<file path="config.mk">
export PLATFORM = sky130hd
export DESIGN_NAME = ts_packet_demux
export DESIGN_NICKNAME = d
export VERILOG_FILES = /design/src/tspd_pkg.sv /design/src/tspd_parser.sv /design/src/tspd_out_buf.sv /design/src/ts_packet_demux.sv
export SDC_FILE = /design/constraint.sdc
export NUM_CORES = 1
export LEC_CHECK = 0
export BUFFER_PORTS_ARGS = -buffer_cell sky130_fd_sc_hd__buf_2
export CAP_MARGIN = 15
export CORE_MARGIN = 2
export CORE_UTILIZATION = 40
export CTS_BUF_LIST = sky130_fd_sc_hd__clkbuf_16
export CTS_CLUSTER_DIAMETER = 80
export DETAILED_ROUTE_END_ITERATION = 12
export PLACE_DENSITY = 0.58
export SETUP_SLACK_MARGIN = 0.5
export SLEW_MARGIN = 20
export SYNTH_ARGS = -nofsm -noshare
export SYNTH_HDL_FRONTEND = slang
export SYNTH_SLANG_ARGS = --single-unit
</file>
<file path="constraint.sdc">
create_clock -name clk -period 15.1 [get_ports clk]
set_input_delay 3.02 -clock clk [delete_from_list [all_inputs] [get_ports clk]]
set_output_delay 3.02 -clock clk [all_outputs]
set_load 0.005 [all_outputs]
</file>
<file path="src/tspd_pkg.sv">
// Shared types and constants for the transport stream packet demultiplexer.
`timescale 1ns / 1ps
`default_nettype none

package tspd_pkg;

    // Stream bytes and header markers
    localparam logic [7:0] SYNC_VALUE = 8'h47;
    localparam int unsigned PCR_FLAG_BIT = 4;
    localparam logic [7:0] PCR_MIN_LENGTH = 8'd7;

    // Register defaults
    localparam logic [12:0] AUDIO_PID_RESET = 13'h0040;
    localparam logic [12:0] VIDEO_PID_RESET = 13'h0041;

    // Register index, taken from paddr[2]
    localparam logic REG_AUDIO_PID = 1'b0;
    localparam logic REG_VIDEO_PID = 1'b1;

    // Result kinds
    localparam logic KIND_HEADER  = 1'b0;
    localparam logic KIND_PAYLOAD = 1'b1;

    // Stream select codes
    localparam logic SEL_AUDIO = 1'b0;
    localparam logic SEL_VIDEO = 1'b1;

    // Header status codes
    localparam logic [1:0] STATUS_OK       = 2'd0;
    localparam logic [1:0] STATUS_BAD_SYNC = 2'd1;
    localparam logic [1:0] STATUS_LONG_AF  = 2'd2;

    // One result transaction
    typedef struct packed {
        logic        kind;
        logic        stream_select;
        logic [7:0]  payload_byte;
        logic        unit_start;
        logic [12:0] packet_pid;
        logic [3:0]  continuity;
        logic [1:0]  adaptation_control;
        logic        transport_error;
        logic [1:0]  status;
        logic        pcr_valid;
        logic [32:0] pcr_base;
        logic [8:0]  pcr_extension;
    } res_t;

endpackage

`default_nettype wire

</file>
<file path="src/tspd_parser.sv">
// Packet byte counter, header/adaptation capture and result formation.
`timescale 1ns / 1ps
`default_nettype none

module tspd_parser
    import tspd_pkg::*;
#(
    parameter int PACKET_BYTES = 188
)
(
    input  wire logic        clk,
    input  wire logic        rst_n,
    input  wire logic        take,
    input  wire logic [7:0]  stream_byte,
    input  wire logic [12:0] audio_pid,
    input  wire logic [12:0] video_pid,
    output logic             res_valid,
    output res_t             res
);

    localparam int POS_W = $clog2(PACKET_BYTES);
    localparam logic [7:0] MAX_ADAPT = 8'(PACKET_BYTES - 5);
    localparam logic [POS_W-1:0] LAST_POS = POS_W'(PACKET_BYTES - 1);

    logic [POS_W-1:0] pos_reg, pos_next;
    logic [23:0]      hdr_reg, hdr_next;
    logic             sync_bad_reg, sync_bad_next;
    logic [7:0]       alen_reg, alen_next;
    logic [7:0]       aflags_reg, aflags_next;
    logic [47:0]      pcr_reg, pcr_next;
    logic             pend_reg, pend_next;

    logic        has_adapt;
    logic        has_payload;
    logic        hdr_emit;
    logic        pay_emit;
    logic [3:0]  emit_pos;
    logic [7:0]  eff_len;
    logic [8:0]  pay_start;
    logic [12:0] pid;
    logic        pid_audio;
    logic        pid_video;

    // Control bits of the captured header, valid from byte four on
    assign has_adapt   = hdr_reg[5];
    assign has_payload = hdr_reg[4];

    // State update for the accepted byte
    always_comb
    begin
        pos_next      = (pos_reg == LAST_POS) ? '0 : pos_reg + POS_W'(1);
        hdr_next      = hdr_reg;
        sync_bad_next = sync_bad_reg;
        alen_next     = alen_reg;
        aflags_next   = aflags_reg;
        pcr_next      = pcr_reg;
        if (pos_reg == '0)
        begin
            sync_bad_next = (stream_byte != SYNC_VALUE);
            alen_next     = '0;
            aflags_next   = '0;
            pcr_next      = '0;
        end
        else if (pos_reg <= POS_W'(3))
        begin
            hdr_next = {hdr_reg[15:0], stream_byte};
        end
        else if (has_adapt)
        begin
            if (pos_reg == POS_W'(4))
                alen_next = stream_byte;
            else if (pos_reg == POS_W'(5) && alen_reg != '0)
                aflags_next = stream_byte;
            else if (pos_reg >= POS_W'(6) && pos_reg <= POS_W'(11))
                pcr_next = {pcr_reg[39:0], stream_byte};
        end
    end

    // Header summary goes out on the last byte it needs
    always_comb
    begin
        emit_pos = 4'd4 + ((alen_next < PCR_MIN_LENGTH) ? {1'b0, alen_next[2:0]} : 4'd7);
        hdr_emit = 1'b0;
        if (pos_reg == POS_W'(3))
            hdr_emit = !hdr_next[5];
        else if (pos_reg >= POS_W'(4) && has_adapt)
            hdr_emit = (pos_reg == POS_W'(emit_pos));
    end

    // Unit start flag: loaded at header byte three, cleared by the first routed byte
    always_comb
    begin
        pend_next = pend_reg;
        if (pos_reg == '0)
            pend_next = 1'b0;
        else if (pos_reg == POS_W'(3))
            pend_next = hdr_next[22];
        else if (pay_emit)
            pend_next = 1'b0;
    end

    // Payload routing
    assign eff_len   = (alen_next > MAX_ADAPT) ? MAX_ADAPT : alen_next;
    assign pay_start = has_adapt ? (9'd5 + {1'b0, eff_len}) : 9'd4;
    assign pid       = {hdr_next[20:16], hdr_next[15:8]};
    assign pid_audio = (pid == audio_pid);
    assign pid_video = (pid == video_pid);
    assign pay_emit  = (pos_reg >= POS_W'(4)) && !hdr_emit && has_payload
                       && (9'(pos_reg) >= pay_start) && (pid_audio || pid_video);

    // Result formation
    always_comb
    begin
        res                    = '0;
        res.packet_pid         = pid;
        res.continuity         = hdr_next[3:0];
        res.adaptation_control = hdr_next[5:4];
        res.transport_error    = hdr_next[23];
        if (pay_emit)
        begin
            res.kind          = KIND_PAYLOAD;
            res.stream_select = pid_audio ? SEL_AUDIO : SEL_VIDEO;
            res.payload_byte  = stream_byte;
            res.unit_start    = pend_reg;
        end
        else
        begin
            res.kind = KIND_HEADER;
            if (sync_bad_next)
                res.status = STATUS_BAD_SYNC;
            else if (alen_next > MAX_ADAPT && hdr_next[5])
                res.status = STATUS_LONG_AF;
            else
                res.status = STATUS_OK;
            if (hdr_next[5] && aflags_next[PCR_FLAG_BIT] && alen_next >= PCR_MIN_LENGTH)
            begin
                res.pcr_valid     = 1'b1;
                res.pcr_base      = pcr_next[47:15];
                res.pcr_extension = {pcr_next[8], pcr_next[7:0]};
            end
        end
    end

    assign res_valid = take && (hdr_emit || pay_emit);

    // Parser state registers
    always_ff @(posedge clk or negedge rst_n)
    begin
        if (!rst_n)
        begin
            pos_reg      <= '0;
            hdr_reg      <= '0;
            sync_bad_reg <= 1'b0;
            alen_reg     <= '0;
            aflags_reg   <= '0;
            pcr_reg      <= '0;
            pend_reg     <= 1'b0;
        end
        else if (take)
        begin
            pos_reg      <= pos_next;
            hdr_reg      <= hdr_next;
            sync_bad_reg <= sync_bad_next;
            alen_reg     <= alen_next;
            aflags_reg   <= aflags_next;
            pcr_reg      <= pcr_next;
            pend_reg     <= pend_next;
        end
    end

endmodule

`default_nettype wire

</file>
<file path="src/tspd_out_buf.sv">
// Two-entry result buffer: output register plus skid entry.
`timescale 1ns / 1ps
`default_nettype none

module tspd_out_buf
    import tspd_pkg::*;
(
    input  wire logic clk,
    input  wire logic rst_n,
    input  wire logic push,
    input  wire res_t push_data,
    output logic      full,
    output logic      out_valid,
    input  wire logic out_stall,
    output res_t      out_data
);

    logic out_valid_reg, out_valid_next;
    logic skid_valid_reg, skid_valid_next;
    res_t main_reg, main_next;
    res_t skid_reg, skid_next;
    logic pop;

    assign pop       = out_valid_reg && !out_stall;
    assign full      = skid_valid_reg;
    assign out_valid = out_valid_reg;
    assign out_data  = main_reg;

    // Next buffer contents; push never arrives while the skid entry is held
    always_comb
    begin
        out_valid_next  = out_valid_reg;
        skid_valid_next = skid_valid_reg;
        main_next       = main_reg;
        skid_next       = skid_reg;
        if (skid_valid_reg)
        begin
            if (pop)
            begin
                main_next       = skid_reg;
                skid_valid_next = 1'b0;
            end
        end
        else if (push)
        begin
            if (!out_valid_reg || pop)
            begin
                main_next      = push_data;
                out_valid_next = 1'b1;
            end
            else
            begin
                skid_next       = push_data;
                skid_valid_next = 1'b1;
            end
        end
        else if (pop)
        begin
            out_valid_next = 1'b0;
        end
    end

    // Control flags
    always_ff @(posedge clk or negedge rst_n)
    begin
        if (!rst_n)
        begin
            out_valid_reg  <= 1'b0;
            skid_valid_reg <= 1'b0;
        end
        else
        begin
            out_valid_reg  <= out_valid_next;
            skid_valid_reg <= skid_valid_next;
        end
    end

    // Payload registers
    always_ff @(posedge clk)
    begin
        main_reg <= main_next;
        skid_reg <= skid_next;
    end

endmodule

`default_nettype wire

</file>
<file path="src/ts_packet_demux.sv">
// Top level of the transport stream packet demultiplexer.
//
//  Channel   Direction  Handshake            Contents
//  input     in         in_valid/in_stall    stream_byte
//  output    out        out_valid/out_stall  kind, stream_select, payload_byte, unit_start,
//                                            packet_pid, continuity, adaptation_control,
//                                            transport_error, status, pcr_*
//  config    in         APB write/read       audio_pid (0x0), video_pid (0x4)
//
// One byte is taken every cycle while in_stall is low; its result, if any, is formed from
// the current byte counter and the next values of the capture registers and pushed into
// the output buffer: at most one transaction per clock while in_stall is low.
// A two-entry output buffer lets one result wait while another byte is taken; in_stall
// rises only when both entries are held.
// Reset clears the counter (packet aligned from the first byte) and sets the PID
// registers to 0x40 and 0x41.
`timescale 1ns / 1ps
`default_nettype none

module ts_packet_demux
    import tspd_pkg::*;
#(
    parameter int PACKET_BYTES = 188
)
(
    input  wire logic        clk,
    input  wire logic        rst_n,
    // Byte input
    input  wire logic        in_valid,
    output logic             in_stall,
    input  wire logic [7:0]  stream_byte,
    // Result output
    output logic             out_valid,
    input  wire logic        out_stall,
    output logic             kind,
    output logic             stream_select,
    output logic [7:0]       payload_byte,
    output logic             unit_start,
    output logic [12:0]      packet_pid,
    output logic [3:0]       continuity,
    output logic [1:0]       adaptation_control,
    output logic             transport_error,
    output logic [1:0]       status,
    output logic             pcr_valid,
    output logic [32:0]      pcr_base,
    output logic [8:0]       pcr_extension,
    // Configuration
    input  wire logic        psel,
    input  wire logic        penable,
    input  wire logic        pwrite,
    input  wire logic [2:0]  paddr,
    input  wire logic [31:0] pwdata,
    output logic [31:0]      prdata,
    output logic             pready
);

    logic [12:0] audio_pid_reg;
    logic [12:0] video_pid_reg;
    logic        cfg_write;
    logic        take;
    logic        full;
    logic        res_valid;
    res_t        res;
    res_t        out_data;

    // Configuration registers
    assign pready    = 1'b1;
    assign cfg_write = psel && penable && pwrite && pready;

    always_ff @(posedge clk or negedge rst_n)
    begin
        if (!rst_n)
        begin
            audio_pid_reg <= AUDIO_PID_RESET;
            video_pid_reg <= VIDEO_PID_RESET;
        end
        else if (cfg_write)
        begin
            unique case (paddr[2])
                REG_AUDIO_PID: audio_pid_reg <= pwdata[12:0];
                REG_VIDEO_PID: video_pid_reg <= pwdata[12:0];
                default: ;
            endcase
        end
    end

    // Register read-back
    always_comb
    begin
        unique case (paddr[2])
            REG_AUDIO_PID: prdata = {19'd0, audio_pid_reg};
            REG_VIDEO_PID: prdata = {19'd0, video_pid_reg};
            default:       prdata = '0;
        endcase
    end

    // Input handshake
    assign in_stall = full;
    assign take     = in_valid && !full;

    tspd_parser #(
        .PACKET_BYTES (PACKET_BYTES)
    ) u_parser (
        .clk         (clk),
        .rst_n       (rst_n),
        .take        (take),
        .stream_byte (stream_byte),
        .audio_pid   (audio_pid_reg),
        .video_pid   (video_pid_reg),
        .res_valid   (res_valid),
        .res         (res)
    );

    tspd_out_buf u_out_buf (
        .clk       (clk),
        .rst_n     (rst_n),
        .push      (res_valid),
        .push_data (res),
        .full      (full),
        .out_valid (out_valid),
        .out_stall (out_stall),
        .out_data  (out_data)
    );

    // Result fields
    assign kind               = out_data.kind;
    assign stream_select      = out_data.stream_select;
    assign payload_byte       = out_data.payload_byte;
    assign unit_start         = out_data.unit_start;
    assign packet_pid         = out_data.packet_pid;
    assign continuity         = out_data.continuity;
    assign adaptation_control = out_data.adaptation_control;
    assign transport_error    = out_data.transport_error;
    assign status             = out_data.status;
    assign pcr_valid          = out_data.pcr_valid;
    assign pcr_base           = out_data.pcr_base;
    assign pcr_extension      = out_data.pcr_extension;

endmodule

`default_nettype wire
</file>
==> results.md <==
- Status: completed
- Netlist cell types: 77
- Global-route usage over all layers: 0.1770
- Die W: 184.6 um
- Power Internal: 0.001615 W
- Chip height: 184.6 um
- Leak: 5.693 nW
- Period minus WS final: 7.931 ns
- Seq. cell area: 7500 um2
- Syn Area/Cell: 11.83 um2
- Reg power frac: 0.426
- Main flop type after synthesis: edfxtp_1
- Antenna violations before repair: 0
- H-tree levels: 1
- First-pass GRT wire length: 47,440 um
- Setup slack, reg-to-reg: 8.39 ns
- PostCTS Resize Cnt: 0
- Filler instances: 3,053
- Routed len/inst: 18.20 um
- Most common cell after layout, fill and taps aside: edfxtp_1
- Hold Buf Count CTS: 0
- Critical path's top delay family: simple AND/OR/NAND/NOR gates
- Max-slew violations: 0
- Hold Crit Endpoint: u_parser.hdr_reg[23]
- Hold_sp: u_parser.hdr_reg[23]
- Number of core rows: 66
- GR Overflow Total: 0
- Peak supply drop: 0.08961 mV
- Synth warn: 0
- Unrepaired setup endpoints after global routing: no
- Post-synthesis sequential area ratio: 0.5747
- Max_cap viols: 0
- Least-Margin Pin Slew: 1.072 ns
- Setup CP Type: in2reg
- Area of the multi-input gates: 5015 um2
- CP bufs+invs: 2
- Hold Vio Cnt, Final: 0
- Post-Route WL: 30,160 um
- Die ar.: 34,070 um2
- Hold Path Cell Cnt: 2
- Skew-Pair Late Insertion Delay: 0.55 ns
- Flops & latches, synth: 269
- Inserted Clock Buffers: 30
- Layout cells sized above 1: 0.2280
- I/O Pins: 161
- Number of flops mapped to enable cells by yosys: 152
- Max clock buf depth: 3
- Worst-path fanout max: 76
- Number of stages on the worst setup path: 20
- Cells taking the most area after synthesis: edfxtp_1 (35%), dfrtp_1 (22%), mux2_2 (6.5%)
- PwrDens: 165.5 nW/um2
- Synthesized area: 13,040 um2
- Synth area leader: edfxtp_1
- Post-synth top area share: 0.3499
- Final net count: 1,253
- NetSw: 0.0008354 W
- Clock sink count: 269
- Clk pwr share: 0.287
- Core Area: 32,290 um2
- Antenna-violating nets left: 0
- Comb power frac: 0.286
- Critical-path cell list: buf_2 > nand2_1 > o2bb2ai_1 > a22oi_1 > or3_1 > a21oi_2 > nand2b_1 > ha_1 > nor2_1 > or3_1 > nand4_1 > ha_1 > nor3_1 > or3_1 > a31o_2 > or4_1 > o31ai_1 > o21ai_0 > nor2_4 > buf_4
- Final GP Congestion: 0.8742
- Crit share post-route: 0.5252
- Slowest library cell on the worst path: buf_4
- Hold WC Path Type: reg2reg
- Sw Share: 0.3409
- Vias in the first global route: 8,491
- Worst clock skew: 0.01735 ns
- Place WS: 6.578 ns
- Placed wire-length estimate: 19,780 um
- Area Overhead vs Synth: 13.53%
- Setup TNS: 0 ns
- Largest net degree at the start of global routing: 87
- 1st-iter DRT viols: 636
- Diode count: 0
- Reg2reg end: u_out_buf.skid_reg[20]
- Category of the worst setup path capture point: flop
- Crit path arrival time: 8.08 ns
- Input/output buffers: 119
- TritonCTS clock tree: built
- Crit path launch type: primary input
- Vias: 8,728
- DRT Pass-1 Iters: 5
- Vias per Instance: 5.267
- Clock slew at reported path FFs: 0.06 ns
- Drt drc: 0
- Req. time, crit path: 15.25 ns
- Most frequent cells in the layout: edfxtp_1 (152), nand2_1 (145), buf_2 (118)
- Worst Reg2Reg Path Length in Cells: 22
- Cells after synthesis: 1,103
- Asr flop ratio synth: 0.4349
- Initial core utilization: 0.4040
- Worst R2R Start: u_parser.pos_reg[0]
- Fmax: 126.1 MHz
- Final setup margin: 7.169 ns
- Slowest stage delay, CP: 0.82 ns
- Setup Buffers After CTS: 0
- Number of setup violations in the final report: 0
- Relative slew slack: 0.2856
- Root Driver: clkbuf_16
- Most numerous cell on the critical path: or3_1
-- layer usage --
metal,vias to the layer above,share of wire,GRT usage
li1,4180,-,-
met1,4323,0.46,0.2428
met2,182,0.48,0.2952
met3,43,0.039,0.02411
met4,0,0.020,0.04736
met5,-,0,0
-- metrics by stage --
step | total power, W | util | cell area [um2] | instances | hold WS (ns)
2_1_floorplan | 0.001568 | - | 13110 | 1121 | 0.4447
3_3_place_gp | 0.001742 | 0.4287 | 13840 | 1601 | 0.4602
3_5_place_dp | 0.001758 | 0.4287 | 13840 | 1601 | 0.4710
4_1_cts | 0.002470 | 0.4586 | 14810 | 1657 | 0.4843
5_1_grt | 0.002599 | 0.4587 | 14810 | 1657 | 0.5255
6_report | 0.002450 | 0.4587 | 14810 | 1657 | 0.4811
-- logic make-up (layout without fill, tap and decap cells) --
kind of cell | after synthesis | after routing | synth area share
simple gates | 331 | 331 | 0.1191
flops | 269 | 269 | 0.5747
compound gates | 220 | 220 | 0.1237
mux | 119 | 119 | 0.09851
buf+inv | 116 | 210 | 0.04902
xor+xnor | 34 | 34 | 0.02283
fa+ha+maj | 12 | 12 | 0.01151
other cells | 2 | 20 | 0.0005758
-- layout make-up --
class,count,share of cell area
sequential,269,0.5064
multi-input combinational,736,0.3386
clock buffer,31,0.05238
timing repair buffer,132,0.04698
tap,442,0.03734
clock inverter,25,0.01267
inverter,22,0.005576
-- worst reg2reg max path, cell delays in order, from the launching register on --
cell and delay (ns):
dfrtp_1 0.44, inv_1 0.17, ha_1 0.42, nor2b_1 0.22, nand2_1 0.26, a22o_1 0.33, a21oi_1 0.39, or3_1 0.24
a21oi_2 0.12, nand2b_1 0.19, ha_1 0.25, nor2_1 0.20, or3_1 0.14, nand4_1 0.10, ha_1 0.34, nor3_1 0.05
or3_1 0.30, a31o_2 0.26, or4_1 0.40, o31ai_1 0.14, o21ai_0 0.35, nor2_4 0.15, buf_4 0.82
-- Yosys cell counts (3+ instances only) --
| cell | number |
|---|---|
| o21ai_0 | 68 |
| a22o_1 | 46 |
| o31ai_1 | 47 |
| or4_1 | 3 |
| nor2_1 | 66 |
| mux2_2 | 75 |
| xor2_1 | 8 |
| nand4_1 | 13 |
| ha_1 | 12 |
| nor4_1 | 7 |
| o221ai_1 | 3 |
| nand3_1 | 17 |
| or3_1 | 5 |
| nor3_1 | 12 |
| a22oi_1 | 3 |
| or2_2 | 3 |
| dfrtp_1 | 114 |
| buf_12 | 4 |
| and3_1 | 4 |
| buf_2 | 8 |
| a222oi_1 | 3 |
| nor3b_1 | 5 |
| nor2b_1 | 10 |
| edfxtp_1 | 152 |
| xnor2_1 | 26 |
| o2bb2ai_1 | 3 |
| a21oi_1 | 12 |
| buf_4 | 20 |
| nand2_1 | 146 |
| dfstp_2 | 3 |
| mux2i_1 | 44 |
| nand2b_1 | 17 |
| a31oi_1 | 5 |
| buf_6 | 4 |
| inv_1 | 22 |
| and2_1 | 12 |
| clkbuf_1 | 53 |
-- how the worst max path moves through the flow --
stage	start	to	slack, ns
after floorplan	stream_byte[5]	u_out_buf.out_data[0]	2.53
after detailed placement	stream_byte[5]	u_out_buf.skid_reg[12]	6.58
after CTS	stream_byte[5]	u_out_buf.skid_reg[48]	7.12
after global placement	stream_byte[4]	u_out_buf.skid_reg[23]	6.69
final	stream_byte[5]	u_out_buf.skid_reg[20]	7.17
after global routing	stream_byte[5]	u_out_buf.skid_reg[48]	6.71
-- power by group through the flow --
stage | logic (W) | registers, W | clock network [W]
finish | 0.000702 | 0.00104 | 0.000704
global route | 0.000788 | 0.00106 | 0.000751
CTS | 0.000707 | 0.00104 | 0.000722
detailed placement | 0.000703 | 0.00106 | 0
global placement | 0.000691 | 0.00105 | 0
floorplan | 0.000584 | 0.000984 | 0
Note: power is estimated with default switching activity, not from simulation.
